--- src/design/mbc_pkg.sv ---
// shared types and constants for the microphone block conditioner
`timescale 1ns / 1ps
package mbc_pkg;
   localparam int HP_COEF = 32440;
   localparam int LP_KEEP = 22938;
   localparam int LP_TAKE = 9830;
   localparam int QUIET_RMS = 33;
   localparam logic [23:0] GAIN_CAP = 24'hFFFFFF;

   localparam logic [2:0] REG_GAIN_MIN = 3'd0;
   localparam logic [2:0] REG_GAIN_MAX = 3'd1;
   localparam logic [2:0] REG_GAIN_START = 3'd2;
   localparam logic [2:0] REG_TARGET = 3'd3;
   localparam logic [2:0] REG_ADAPT = 3'd4;

   typedef struct packed {
      logic signed [15:0] raw_sample;
      logic block_end;
      logic clear_filters;
   } req_type;

   typedef struct packed {
      logic signed [15:0] clean_sample;
      logic run_last;
      logic [15:0] block_peak;
      logic [15:0] block_rms;
      logic [23:0] gain_used;
      logic [31:0] block_number;
   } rsp_type;

   // queue entry from front to back: sample, clear and close flags
   typedef struct packed {
      logic signed [15:0] sample;
      logic clear;
      logic close;
   } cmd_type;

   // tenths to q8.16: floor((t*65536+5)/10), saturated to 24 bits from 2560 tenths up
   function automatic logic [23:0] tenths_to_q16(input logic [11:0] t);
      logic [31:0] num;
      logic [31:0] q;
      begin
         num = {4'd0, t, 16'd0} + 32'd5;
         q = 32'(({32'd0, num} * 64'd3435973837) >> 35);
         tenths_to_q16 = (q > {8'd0, GAIN_CAP}) ? GAIN_CAP : q[23:0];
      end
   endfunction
endpackage

--- src/design/mbc_front.sv ---
// front end: accepts samples, counts block fill, pushes commands into a small queue
`timescale 1ns / 1ps
module mbc_front import mbc_pkg::*; #(
   parameter int BLOCK_SAMPLES = 64
) (
   input  logic clock,
   input  logic reset,
   input  logic req_valid,
   output logic req_ready,
   input  req_type req_payload,
   output logic cmd_valid,
   input  logic cmd_ready,
   output cmd_type cmd_data
);
   localparam int CW = $clog2(BLOCK_SAMPLES + 1);
   logic [CW-1:0] fill_ff, fill_in;
   cmd_type q_ff [2];
   logic [1:0] cnt_ff;
   logic wp_ff, rp_ff;
   logic push, pop;
   logic close;

   assign req_ready = (cnt_ff != 2'd2);
   assign push = req_valid && req_ready;
   assign cmd_valid = (cnt_ff != 2'd0);
   assign pop = cmd_valid && cmd_ready;
   assign cmd_data = q_ff[rp_ff];
   assign close = req_payload.block_end || (fill_ff + CW'(1) >= CW'(BLOCK_SAMPLES));
   assign fill_in = close ? '0 : fill_ff + CW'(1);

   always_ff @(posedge clock) begin
      if (reset) begin
         fill_ff <= '0;
         cnt_ff <= '0;
         wp_ff <= 1'b0;
         rp_ff <= 1'b0;
      end else begin
         if (push) begin
            fill_ff <= fill_in;
            wp_ff <= ~wp_ff;
         end
         if (pop) rp_ff <= ~rp_ff;
         cnt_ff <= cnt_ff + 2'(push) - 2'(pop);
      end
      if (push) q_ff[wp_ff] <= '{req_payload.raw_sample, req_payload.clear_filters, close};
   end
endmodule

--- config.mk ---
export PLATFORM = sky130hd
export DESIGN_NAME = mbc_front
export DESIGN_NICKNAME = d
export VERILOG_FILES = /design/src/design/mbc_pkg.sv /design/src/design/mbc_front.sv
export SDC_FILE = /design/constraint.sdc
export NUM_CORES = 1
export LEC_CHECK = 0
export BUFFER_PORTS_ARGS = -buffer_cell sky130_fd_sc_hd__buf_2
export CORE_MARGIN = 2
export CORE_UTILIZATION = 35
export CTS_BUF_LIST = sky130_fd_sc_hd__clkbuf_8
export DETAILED_ROUTE_END_ITERATION = 10
export GPL_TIMING_DRIVEN = 0
export PLACE_DENSITY = 0.65
export SETUP_SLACK_MARGIN = 0.5
export SYNTH_ARGS = -nofsm -noshare
export SYNTH_HDL_FRONTEND = slang
export SYNTH_SLANG_ARGS = --single-unit
--- constraint.sdc ---
create_clock -name clock -period 1.8 [get_ports clock]
set_input_delay 0.27 -clock clock [delete_from_list [all_inputs] [get_ports clock]]
set_output_delay 0.27 -clock clock [all_outputs]
set_load 0.05 [all_outputs]
==> flow_metrics.tcl <==
set metrics [dict create \
    syn_area_um2 1864 \
    timing.fmax_ghz 0.6057 \
    rrSetupSlack_ps 150 \
    setup_violations 0 \
    crit_buf_inv 1 \
    status "finished, final reports clean" \
    synthCells 116 \
    hold_depth 2 \
    core_area_um2 5140 \
    drive_gt1_share_pct 58.60 \
    drtIter0Drc 97 \
    fin_skew_ps 3.298 \
    irDropWorstVdd_v 0.0007699 \
    clk-insertion-delay-late_ps 290 \
    power_mw 3.993 \
    rr_worst_depth 8 \
    synthesis.nets 141 \
    hold_class "in -> reg" \
    synth_ff_type "edfxtp_1" \
    clk_pin_slew_worst_paths_ps 80 \
    synth_area_leaders "edfxtp_1 58%, dfxtp_1 13%, mux2_2 11%" \
    synth-async-reset-ratio_pct 0 \
    reg2reg_from "cnt_ff[0]" \
    slowest_delay_ps 330 \
    grt_pass1_wl_um 6127 \
    grt_usage_pct 13.24 \
    worstReg2RegEnd "cnt_ff[1]" \
    setup-tns-final_ps 0 \
    ys_ff_latch 48 \
    crit_path_max_fanout 3 \
    post-route-min-period_ps 1651 \
    yosysWarnings 0 \
    muxShareOfSynthArea_pct 11.41 \
    syn_to_final_growth_pct 48.52 \
    cap_violations 0 \
    fin_util_pct 53.87 \
    synthXorXnorAreaFrac_pct 4.228 \
    grt_pass1_vias 1297 \
    route.detailed.drc 0 \
    hold_path.startpoint "reset" \
    slew_headroom_pct 71.24 \
    powerDensity_nw_per_um2 1442 \
    synth-compound-area-share_pct 1.409 \
    place_congestion 0.6741 \
    crit_chain "or2_4 -> and2_4 -> ha_4 -> inv_2 -> ha_4 -> xor2_2 -> xnor2_1 -> nor2_1" \
    yosysSeqAreaShare_pct 70.87 \
    wl_per_cell_um 15.08 \
    cts_root_buffer "clkbuf_8" \
    synth.avg_cell_area_um2 16.07 \
    routed_via_density 4.691 \
    fillers 452 \
    diodes 0 \
    min_to "cnt_ff[0]" \
    dpl.hpwl_um 2300 \
    synth_top_area_share_pct 57.99 \
    slowest_stage "dfxtp_2" \
    synthSimpleGateAreaFrac_pct 8.658 \
    critPathLaunchType "flop" \
    cts_hold_buffers 0 \
    final_nets 211 \
    leakagePower_nw 1.097 \
    firstDrtPassIters 4 \
    tightest_slew_ps 431.3 \
    crit_required_ps 1970 \
    overflow 0 \
    crit_type "reg -> reg" \
    htree_levels 2 \
    ios 42 \
    synth_edf_count 36 \
    cts_tree "done" \
    num_vias 1201 \
    yosysTopAreaCell "edfxtp_1" \
    fp.dieH_um 76.99 \
    hold_viol_final 0 \
    cpLargestDelayFamily "simple AND/OR/NAND/NOR gates" \
    drv_slew 0 \
    dp.cells 227 \
    io_buffer_count 41 \
    synth-adder-area-share_pct 2.013 \
    rsz0062_at_grt "true" \
    post-synth-top-count-cell "edfxtp_1" \
    numCtsBuffers 5 \
    synth_cell_types 25 \
    drtAntennaViolNets 0 \
    antenna_found_initial 0 \
    arrival_ps 1820 \
    grt_max_degree 16 \
    synth_top_family_by_area "multiplexers" \
    synth_common_cells "36 x edfxtp_1, 18 x mux2_2, 12 x dfxtp_1, 7 x xor2_1, 6 x nor3_1" \
    end_kind "flop" \
    fp.dieW_um 76.99 \
    cp_common_cell "ha_4" \
    die_area_um2 5927 \
    start_util_pct 36.27 \
    clockBufferDepth 2 \
    wirelength_um 3860 \
    core.rowCount 26 \
    cts.sink_count 48 \
    period_share_pct 91.72 \
    fin_cells 256 \
]
## layer usage
| layer | GRT usage [%] | wire length, µm |
|---|---|---|
| met5 | 0 | 0 |
| met4 | 3.571 | 24 |
| met2 | 23.86 | 2045 |
| met3 | 3.647 | 193 |
| met1 | 15.48 | 1597 |
## through the flow
| step | cell area (µm²) | setup slack, ps | hold WS [ps] |
|---|---|---|---|
| detailed placement | 2277 | 99.09 | 463.3 |
| CTS | 2633 | 148.6 | 146.9 |
| global placement | 2277 | 188.8 | 455.2 |
| global route | 2769 | 76.34 | 150.8 |
| finish | 2769 | 149.1 | 153.6 |
| floorplan | 1984 | 107.2 | 334.2 |
## layout make-up
type | count | area [µm²] | share of cell area, %
multi-input combinational | 65 | 680.7 | 24.58
tap | 70 | 87.58 | 3.163
buffer | 4 | 50.05 | 1.807
timing repair buffer | 60 | 538.0 | 19.43
sequential | 48 | 1328 | 47.94
inverter | 2 | 7.507 | 0.2711
clock inverter | 2 | 8.758 | 0.3163
clock buffer | 5 | 68.82 | 2.485
## cells by family (layout without fill, tap and decap cells)
family	after synthesis	after routing
mux	19	19
compound gates	2	2
buf+inv	6	73
flops	48	48
xor+xnor	9	9
simple gates	29	32
fa+ha+maj	3	3
## flip-flops by register name, summed over array words and instances (netlist names), named ones only
name / count
fill_ff: 7
rp_ff: 1
wp_ff: 1
cnt_ff: 2
q_ff: 36
## placed cells by master (no fill, tap or decap), types with 2 or more instances in the layout
cell      instances
nor3_1            6
buf_12            3
dfxtp_1           7
and3_2            2
buf_4            15
xor2_1            6
ha_4              3
nand3_1           3
clkbuf_8          5
buf_6            17
and3_4            2
and2_1            2
nor2_1            4
buf_8             6
edfxtp_1         36
dfxtp_2           5
xnor2_1           2
nand4_1           2
inv_1             2
mux2_4           14
mux2_2            4
buf_2            21
## how the worst max path moves through the flow
stage / from / end / slack (ps) / cells past startpoint
detailed placement: cnt_ff[0] / cnt_ff[1] / 100 / 9
finish: cnt_ff[0] / cnt_ff[1] / 150 / 8
floorplan: cnt_ff[0] / cnt_ff[1] / 110 / 8
global placement: cnt_ff[0] / cnt_ff[1] / 190 / 8
CTS: flop / cmd_data[11] / 150 / 4
global route: cnt_ff[0] / cnt_ff[1] / 80 / 8
## worst register-to-register path, delay by kind of cell, from the launching register on
kind / cells / cell delay (ps)
flops: 1 / 330
buf+inv: 1 / 40
xor+xnor: 2 / 290
fa+ha+maj: 2 / 400
simple gates: 3 / 460
## report_power, final
part           leakage (nW)  switching (mW)  internal (mW)
Clock                0.0452           0.320          0.259
Combinational         0.616            1.02          0.936
Sequential            0.436          0.0732           1.38
## what timing repair did
| action | CTS | global route |
|---|---|---|
| endpoints found under the setup margin | 64 | 66 |
| pin swaps | 3 | 0 |
| gates resized for setup | 48 | 14 |
| gates cloned | 4 | 1 |
| buffers inserted | 10 | 7 |
| endpoints found under the hold margin | 0 | 0 |
Power figures use the tool's default switching activity.
